## config.mk

```make
export PLATFORM = sky130hd
export DESIGN_NAME = button_click_repeat_counter
export DESIGN_NICKNAME = d
export VERILOG_FILES = /design/src/rtl/bcrc_pkg.sv /design/src/rtl/bcrc_step.sv /design/src/rtl/button_click_repeat_counter.sv
export SDC_FILE = /design/constraint.sdc
export NUM_CORES = 1
export LEC_CHECK = 0
export ABC_AREA = 1
export BUFFER_PORTS_ARGS = -buffer_cell sky130_fd_sc_hd__buf_2
export CORE_UTILIZATION = 51
export CTS_BUF_LIST = sky130_fd_sc_hd__clkbuf_4 sky130_fd_sc_hd__clkbuf_8
export CTS_CLUSTER_SIZE = 8
export DETAILED_ROUTE_END_ITERATION = 8
export PLACE_DENSITY = 0.79
export SLEW_MARGIN = 20
export SYNTH_ARGS = -nofsm -noshare
export SYNTH_HDL_FRONTEND = slang
export SYNTH_SLANG_ARGS = --single-unit
```

## constraint.sdc

```tcl
create_clock -name i_clk -period 5.55 [get_ports i_clk]
set_input_delay 0.2775 -clock i_clk [delete_from_list [all_inputs] [get_ports i_clk]]
set_output_delay 0.2775 -clock i_clk [all_outputs]
set_load 0.03 [all_outputs]
```

## src/rtl/bcrc_pkg.sv

```systemverilog
// Shared types and constants for the button click repeat counter.
// No dependencies; imported by bcrc_step and button_click_repeat_counter.
package bcrc_pkg;

    localparam int unsigned INTERVAL_W = 14;
    localparam int unsigned SLEEP_W    = 20;
    localparam int unsigned TIME_W     = 32;
    localparam int unsigned COUNT_W    = 8;
    localparam int unsigned CFG_IDX_W  = 1;

    // Configuration register indexes
    localparam logic [CFG_IDX_W-1:0] CFG_LOOP_INTERVAL = 1'd0;
    localparam logic [CFG_IDX_W-1:0] CFG_SLEEP_TIMEOUT = 1'd1;

    // Configuration reset values
    localparam logic [INTERVAL_W-1:0] INTERVAL_RESET = 14'd100;
    localparam logic [SLEEP_W-1:0]    SLEEP_RESET    = 20'd30000;

    // Extra milliseconds a hold must exceed beyond one interval before release counts
    localparam logic [INTERVAL_W:0]   RELEASE_MARGIN = 15'd2;

    // Persistent counter state
    typedef struct packed {
        logic                held;
        logic [TIME_W-1:0]   press_time;
        logic [TIME_W-1:0]   last_activity_time;
        logic [COUNT_W-1:0]  counter_value;
    } t_state;

    // Active configuration
    typedef struct packed {
        logic [INTERVAL_W-1:0] loop_interval_ms;
        logic [SLEEP_W-1:0]    sleep_timeout_ms;
    } t_cfg;

endpackage

```

## src/rtl/bcrc_step.sv

```systemverilog
// Per-sample decision logic: release, wake, bounce, new hold and auto-repeat.
// Purely combinational; uses bcrc_pkg types.
module bcrc_step (
    input  bcrc_pkg::t_cfg                       i_cfg,
    input  bcrc_pkg::t_state                     i_state,
    input  logic                                 i_level,
    input  logic [bcrc_pkg::TIME_W-1:0]          i_now,
    output bcrc_pkg::t_state                     o_state,
    output logic                                 o_inc
);
    import bcrc_pkg::*;

    logic [TIME_W-1:0]     act_diff;
    logic [TIME_W-1:0]     hold_diff;
    logic signed [TIME_W:0] act_s;
    logic signed [TIME_W:0] hold_s;
    logic [INTERVAL_W:0]   thr_release;
    logic [INTERVAL_W:0]   thr_bounce;
    logic [INTERVAL_W+2:0] thr_repeat;
    logic                  is_wake;
    logic                  is_bounce;
    logic                  hold_past_release;
    logic                  hold_past_repeat;

    // Wrapping time differences, read as signed
    assign act_diff  = i_now - i_state.last_activity_time;
    assign hold_diff = i_now - i_state.press_time;
    assign act_s     = $signed({act_diff[TIME_W-1], act_diff});
    assign hold_s    = $signed({hold_diff[TIME_W-1], hold_diff});

    // Thresholds scaled by the interval (shift-and-add)
    assign thr_release = {1'b0, i_cfg.loop_interval_ms} + RELEASE_MARGIN;
    assign thr_bounce  = {i_cfg.loop_interval_ms, 1'b0};
    assign thr_repeat  = {1'b0, i_cfg.loop_interval_ms, 2'b00}
                       + {3'b000, i_cfg.loop_interval_ms};

    // Compares, all against non-negative thresholds
    assign is_wake   = act_s > $signed({{(TIME_W-SLEEP_W+1){1'b0}}, i_cfg.sleep_timeout_ms});
    assign is_bounce = act_s < $signed({{(TIME_W-INTERVAL_W){1'b0}}, thr_bounce});
    assign hold_past_release =
        hold_s > $signed({{(TIME_W-INTERVAL_W){1'b0}}, thr_release});
    assign hold_past_repeat  =
        hold_s > $signed({{(TIME_W-INTERVAL_W-2){1'b0}}, thr_repeat});

    // Next state
    always_comb begin
        o_state = i_state;
        o_inc   = 1'b0;
        if (!i_level) begin
            if (i_state.held && hold_past_release) begin
                o_state.held = 1'b0;
                o_inc        = 1'b1;
            end
        end else if (is_wake) begin
            o_state.last_activity_time = i_now;
        end else if (is_bounce) begin
            o_state = i_state;
        end else if (!i_state.held) begin
            o_state.held               = 1'b1;
            o_state.press_time         = i_now;
            o_state.last_activity_time = i_now;
        end else if (hold_past_repeat) begin
            o_inc                      = 1'b1;
            o_state.last_activity_time = i_now;
        end
        if (o_inc) begin
            o_state.counter_value = i_state.counter_value + 8'd1;
        end
    end

endmodule

```

## src/rtl/button_click_repeat_counter.sv

```systemverilog
// Top level of the button click repeat counter: stream ports, sample and result registers.
// Depends on bcrc_pkg and bcrc_step.
//
// Each request on the slave stream is one button sample (level and a free-running
// millisecond time) and yields exactly one result on the master stream: the 8-bit
// counter value after that sample and a flag set when the sample counted. One sample
// is accepted per clock unless the master stream stalls. A taken sample first sits in the
// sample register; the decision and state update happen on its move into the result
// register, from which the result is offered. While a result waits, the sample register takes
// one more request and then holds the slave stream off until the result is taken.
// The two configuration registers are written through i_cfg_we/i_cfg_index/i_cfg_data
// and must only be changed while no sample is in flight.
module button_click_repeat_counter (
    input  logic        i_clk,
    input  logic        i_rst_n,
    // slave stream: [0] button_level, [32:1] now_ms, [39:33] zero
    input  logic        s_axis_tvalid,
    output logic        s_axis_tready,
    input  logic [39:0] s_axis_tdata,
    // master stream: [7:0] message_value, [8] changed, [15:9] zero
    output logic        m_axis_tvalid,
    input  logic        m_axis_tready,
    output logic [15:0] m_axis_tdata,
    // configuration write port
    input  logic                            i_cfg_we,
    input  logic [bcrc_pkg::CFG_IDX_W-1:0]  i_cfg_index,
    input  logic [bcrc_pkg::SLEEP_W-1:0]    i_cfg_data
);
    import bcrc_pkg::*;

    logic              r_in_valid;
    logic              r_in_level;
    logic [TIME_W-1:0] r_in_now;
    logic              r_out_valid;
    logic [COUNT_W-1:0] r_out_value;
    logic              r_out_changed;
    t_state            r_state;
    t_state            n_state;
    t_cfg              r_cfg;
    logic              step_inc;
    logic              out_free;
    logic              advance;

    // Handshake control
    assign out_free      = !r_out_valid || m_axis_tready;
    assign advance       = r_in_valid && out_free;
    assign s_axis_tready = !r_in_valid || advance;

    // Configuration registers
    always_ff @(posedge i_clk) begin
        if (!i_rst_n) begin
            r_cfg.loop_interval_ms <= INTERVAL_RESET;
            r_cfg.sleep_timeout_ms <= SLEEP_RESET;
        end else if (i_cfg_we) begin
            case (i_cfg_index)
                CFG_LOOP_INTERVAL: r_cfg.loop_interval_ms <= i_cfg_data[INTERVAL_W-1:0];
                CFG_SLEEP_TIMEOUT: r_cfg.sleep_timeout_ms <= i_cfg_data;
                default: r_cfg <= r_cfg;
            endcase
        end
    end

    // Sample register
    always_ff @(posedge i_clk) begin
        if (!i_rst_n) begin
            r_in_valid <= 1'b0;
        end else if (s_axis_tready) begin
            r_in_valid <= s_axis_tvalid;
        end
    end

    always_ff @(posedge i_clk) begin
        if (s_axis_tvalid && s_axis_tready) begin
            r_in_level <= s_axis_tdata[0];
            r_in_now   <= s_axis_tdata[TIME_W:1];
        end
    end

    // Decision logic
    bcrc_step u_step (
        .i_cfg   (r_cfg),
        .i_state (r_state),
        .i_level (r_in_level),
        .i_now   (r_in_now),
        .o_state (n_state),
        .o_inc   (step_inc)
    );

    // Counter state, updated as a sample moves into the result register
    always_ff @(posedge i_clk) begin
        if (!i_rst_n) begin
            r_state <= '0;
        end else if (advance) begin
            r_state <= n_state;
        end
    end

    // Result register
    always_ff @(posedge i_clk) begin
        if (!i_rst_n) begin
            r_out_valid <= 1'b0;
        end else if (out_free) begin
            r_out_valid <= r_in_valid;
        end
    end

    always_ff @(posedge i_clk) begin
        if (advance) begin
            r_out_value   <= n_state.counter_value;
            r_out_changed <= step_inc;
        end
    end

    assign m_axis_tvalid = r_out_valid;
    assign m_axis_tdata  = {7'd0, r_out_changed, r_out_value};

endmodule
```

==> flow_summary.html <==
<table>
<tr><th>Metric</th><th>Value</th></tr>
<tr><th colspan="2">Synthesis</th></tr>
<tr><td>Largest family of logic cells by synthesized area</td><td>simple AND/OR/NAND/NOR gates</td></tr>
<tr><td>Number of flip-flops and latches in the synthesized netlist</td><td>151</td></tr>
<tr><td>Yosys top cell area share</td><td>between 10% and 20%</td></tr>
<tr><td>Cell taking the most area after synthesis</td><td>sky130_fd_sc_hd__nand2_1</td></tr>
<tr><td>Netlist area before placement</td><td>between 10000 and 15000 µm²</td></tr>
<tr><td>Number of instances in the synthesized netlist</td><td>about 2100</td></tr>
<tr><td>Average footprint of a synthesized cell</td><td>about 6.3 µm²</td></tr>
<tr><td>Post-Synth XOR/XNOR Area</td><td>approximately 3.8%</td></tr>
<tr><td>Multiplexer area fraction after synthesis</td><td>0%</td></tr>
<tr><td>Leading cell type by number of instances after synthesis</td><td>sky130_fd_sc_hd__nand2_1</td></tr>
<tr><td>Complex-gate fraction of the synthesized area</td><td>roughly 8.1%</td></tr>
<tr><td>List of most frequent post-synthesis cells</td><td>sky130_fd_sc_hd__nand2_1, sky130_fd_sc_hd__inv_1, sky130_fd_sc_hd__nor2_1</td></tr>
<tr><td>Simple-gate portion of the synthesized area</td><td>35.4%</td></tr>
<tr><td>Dominant synthesized flop cell</td><td>sky130_fd_sc_hd__dfxtp_1</td></tr>
<tr><td>Post-synth EDFFs</td><td>42</td></tr>
<tr><td>Sequential element share of the synthesized area</td><td>around 26%</td></tr>
<tr><td>Library cells used by synthesis</td><td>between 40 and 50</td></tr>
<tr><td>Area share of fa/ha/maj cells after synthesis</td><td>13.4%</td></tr>
<tr><td>Fraction of synthesis flops using an asynchronous set or reset pin</td><td>0%</td></tr>
<tr><td>Biggest area contributors in the synthesized netlist</td><td>sky130_fd_sc_hd__nand2_1, sky130_fd_sc_hd__dfxtp_1, sky130_fd_sc_hd__ha_1</td></tr>
<tr><td>Synthesis Warnings</td><td>0</td></tr>
<tr><th colspan="2">STA</th></tr>
<tr><td>Clock period minus worst slack</td><td>between 5 and 6 ns</td></tr>
<tr><td>Number of hold violations in the final report</td><td>0</td></tr>
<tr><td>Upper clock frequency limit</td><td>around 0.2 GHz</td></tr>
<tr><td>Final Setup Violations</td><td>0</td></tr>
<tr><td>Fin Setup TNS</td><td>0 ns</td></tr>
<tr><td>Worst slew margin relative to its limit</td><td>between 50% and 60%</td></tr>
<tr><td>Max Clock Skew</td><td>about 0.020 ns</td></tr>
<tr><td>Count of final max-slew check failures</td><td>0</td></tr>
<tr><td>Unrepaired setup endpoints after global routing</td><td>false</td></tr>
<tr><td>Least-Margin Pin Slew</td><td>0.730 ns</td></tr>
<tr><td>Share of the clock period used by the worst path after layout</td><td>approximately 90%</td></tr>
<tr><th colspan="2">Clock tree</th></tr>
<tr><td>Number of clock sinks</td><td>151</td></tr>
<tr><td>Root buffer cell</td><td>sky130_fd_sc_hd__clkbuf_8</td></tr>
<tr><td>Postcts setup bufs</td><td>0</td></tr>
<tr><td>Total CTS buffers</td><td>17</td></tr>
<tr><td>H-tree depth reported by CTS</td><td>4</td></tr>
<tr><td>TritonCTS clock tree</td><td>built</td></tr>
<tr><td>Clock edge transition at the registers on the reported setup and hold paths</td><td>~0.1 ns</td></tr>
<tr><td>Clock Latency Late Sink</td><td>roughly 0.47 ns</td></tr>
<tr><td>Longest Clk Path Bufs</td><td>2</td></tr>
<tr><th colspan="2">Critical path</th></tr>
<tr><td>Reg-to-reg startpoint</td><td>r_cfg[22]</td></tr>
<tr><td>Longest individual stage delay on the worst path</td><td>approximately 0.42 ns</td></tr>
<tr><td>R2R depth</td><td>31</td></tr>
<tr><td>Sort of element at the start of the critical path</td><td>register</td></tr>
<tr><td>Type of the worst setup path</td><td>reg -&gt; reg</td></tr>
<tr><td>Crit path top cell by count</td><td>sky130_fd_sc_hd__nand2_1</td></tr>
<tr><td>Critical-path maximum fanout</td><td>33</td></tr>
<tr><td>Critical path data required time</td><td>roughly 5.9 ns</td></tr>
<tr><td>Reg2reg end</td><td>r_state[24]</td></tr>
<tr><td>Worst Setup End Kind</td><td>register</td></tr>
<tr><td>Family of cells with the greatest summed delay on the critical path</td><td>simple AND/OR/NAND/NOR gates</td></tr>
<tr><td>Slowest cell on the critical path</td><td>sky130_fd_sc_hd__fa_1</td></tr>
<tr><td>Worst path arrival time</td><td>5.35 ns</td></tr>
<tr><td>CP bufs+invs</td><td>1</td></tr>
<tr><td>Slack of the worst reg-to-reg path</td><td>~0.53 ns</td></tr>
<tr><th colspan="2">Detailed routing</th></tr>
<tr><td>DRT iter0 DRCs</td><td>approximately 850</td></tr>
<tr><td>Routed WL per cell</td><td>between 10 and 15 µm</td></tr>
<tr><td>1st-pass router iterations</td><td>7</td></tr>
<tr><td>Average via count per standard cell</td><td>between 5 and 6</td></tr>
<tr><td>Total Wirelength</td><td>about 35 mm</td></tr>
<tr><td>Total number of vias</td><td>~13000</td></tr>
<tr><td>Drt drc</td><td>0</td></tr>
<tr><td>Count of nets left with antenna violations after detail routing</td><td>0</td></tr>
<tr><th colspan="2">Global route</th></tr>
<tr><td>Initial antenna violation count</td><td>0</td></tr>
<tr><td>Vias in the first global route</td><td>~12000</td></tr>
<tr><td>GRT overflow</td><td>0</td></tr>
<tr><td>Pin count of the biggest net entering global routing</td><td>slightly below 70</td></tr>
<tr><td>Aggregate global-route resource usage</td><td>a little over a quarter</td></tr>
<tr><td>First-pass GRT wire length</td><td>roughly 57 mm</td></tr>
<tr><th colspan="2">Finish</th></tr>
<tr><td>Post-route cell area</td><td>between 10000 and 15000 µm²</td></tr>
<tr><td>Utilization after layout</td><td>57.7%</td></tr>
<tr><td>Number of diodes added for antenna fixing</td><td>0</td></tr>
<tr><td>Post-layout instance count excluding filler cells</td><td>~2600</td></tr>
<tr><td>Relative area change from synthesis to final layout</td><td>10.1%</td></tr>
<tr><td>NumNets Final</td><td>approximately 2400</td></tr>
<tr><td>Fraction of layout cells with a size suffix above 1</td><td>around 7%</td></tr>
<tr><th colspan="2">Placement</th></tr>
<tr><td>Placed standard-cell area</td><td>13900 µm²</td></tr>
<tr><td>Number of buffers added on ports</td><td>between 60 and 70</td></tr>
<tr><td>Number of cells in the design after placement</td><td>between 2000 and 2500</td></tr>
<tr><td>Half-perimeter wire length after placement</td><td>roughly 28 mm</td></tr>
<tr><td>Global placer's final weighted congestion</td><td>slightly below 1</td></tr>
<tr><th colspan="2">Pwr</th></tr>
<tr><td>Total Power</td><td>~3.4 mW</td></tr>
<tr><td>Total power density per cell area</td><td>230 nW/µm²</td></tr>
<tr><td>Leakage power</td><td>7.92 nW</td></tr>
<tr><td>Worst IR Drop VDD</td><td>between 0.2 and 0.25 mV</td></tr>
<tr><th colspan="2">Floorplan</th></tr>
<tr><td>Width of the chip</td><td>around 160 µm</td></tr>
<tr><td>Ports placed on the boundary</td><td>84</td></tr>
<tr><td>Floorplan row count</td><td>58</td></tr>
<tr><td>Die Outline Area</td><td>26700 µm²</td></tr>
<tr><td>Placeable Area</td><td>~25000 µm²</td></tr>
<tr><td>Effective utilization at floorplan</td><td>52.4%</td></tr>
<tr><td>Die height</td><td>~160 µm</td></tr>
<tr><th colspan="2">Min path</th></tr>
<tr><td>Start point of the worst min-delay path</td><td>i_cfg_data[14]</td></tr>
<tr><td>Number of stages on the worst hold path</td><td>3</td></tr>
<tr><td>Sink of the worst hold path</td><td>r_cfg[14]</td></tr>
<tr><td>Type of the most critical hold path</td><td>in -&gt; reg</td></tr>
<tr><th colspan="2">Job</th></tr>
<tr><td>Number of max-capacitance violations reported</td><td>0</td></tr>
<tr><th colspan="2">Run status</th></tr>
<tr><td>Outcome</td><td>completed</td></tr>
</table>
-- timing repair --
| action | CTS | global route |
|---|---|---|
| hold endpoints to repair | 31 | 0 |
| hold buffers | 31 | 0 |
| gates resized for setup | 0 | 3 |
| endpoints found under the setup margin | 0 | 32 |
-- metrics by stage --
stage               setup slack (ns)  hold slack (ns)
floorplan                       1.61            0.376
global placement               0.635            0.448
detailed placement             0.414            0.453
CTS                            0.388           0.0216
global route                  0.0819           0.0301
finish                         0.532           0.0367
-- final cells by class --
cell class / instances / area [µm²]
fillers: 2448 / 10700
clock inverters: 11 / 170
well taps: 330 / 413
inverters: 404 / 1520
flip-flops and latches: 151 / 3440
clock buffers: 21 / 277
repair buffers: 105 / 693
multi-input cells: 1530 / 8140
-- per-layer routing --
metal / vias to the layer above / share of wire [%] / global-route usage, %
li1: 6788 / - / -
met1: 5784 / 46 / 35.8
met2: 406 / 45 / 45.2
met3: 58 / 5.5 / 2.74
met4: 0 / 2.7 / 9.55
met5: - / 0 / 0
-- cells in the final DEF (no fill, tap or decap), drive strengths merged, types with 9 or more instances in the layout --
cell type / Yosys / final
nand4: 27 / 27
dlygate4sd3: 0 / 31
nor2: 194 / 194
buf: 24 / 74
nand2: 718 / 718
xor2: 51 / 51
inv: 401 / 403
o211ai: 14 / 14
ha: 138 / 138
and2: 9 / 9
edfxtp: 42 / 42
a21oi: 131 / 131
o21ai: 36 / 36
nor3: 15 / 15
clkbuf: 18 / 21
dfxtp: 109 / 109
nand3: 148 / 148
-- cells by family after synthesis --
family                   after synthesis
buffers and inverters                446
AO/OA/AOI/OAI                        199
adder cells (fa/ha/maj)              141
AND/OR/NAND/NOR                     1125
flip-flops                           151
XOR/XNOR                              58
other                                  1
-- report_power, final --
group	switching [mW]	total, mW	internal [mW]	leakage, nW
Sequential	0.0541	1.25	1.19	1.30
Clock	0.447	0.973	0.526	0.228
Combinational	0.744	1.16	0.412	6.40
Total	1.25	3.38	2.13	7.92
-- worst reg2reg max path: cells and delay by family, from the launching register on --
family | cells | cell delay [ns]
xor gates and xnor gates | 1 | 0.17
DFF | 1 | 0.38
adders and majority gates | 3 | 0.95
and+or+nand+nor | 17 | 2.02
AOI/OAI and AO/OA | 9 | 1.29
buffers and inverters | 1 | 0.08
-- registers in the layout, indices dropped and copies added, names as in the netlist --
signal,cells
r_state,73
r_cfg,34
r_in_now,32
r_out_value,8
m_axis_tvalid,1
r_in_level,1
r_in_valid,1
r_out_changed,1
-- worst max-delay path by stage --
stage / start / end / slack (ns) / cells past startpoint
3_3_place_gp: r_cfg[22] / r_state[37] / 0.63 / 29
2_1_floorplan: r_cfg[22] / r_out_value[2] / 1.61 / 29
4_1_cts: r_cfg[22] / r_state[24] / 0.39 / 29
6_report: r_cfg[22] / r_state[24] / 0.53 / 31
5_1_grt: r_cfg[22] / r_state[29] / 0.08 / 29
3_5_place_dp: r_cfg[22] / r_state[27] / 0.41 / 29
Note: power is estimated with default switching activity, not from simulation.
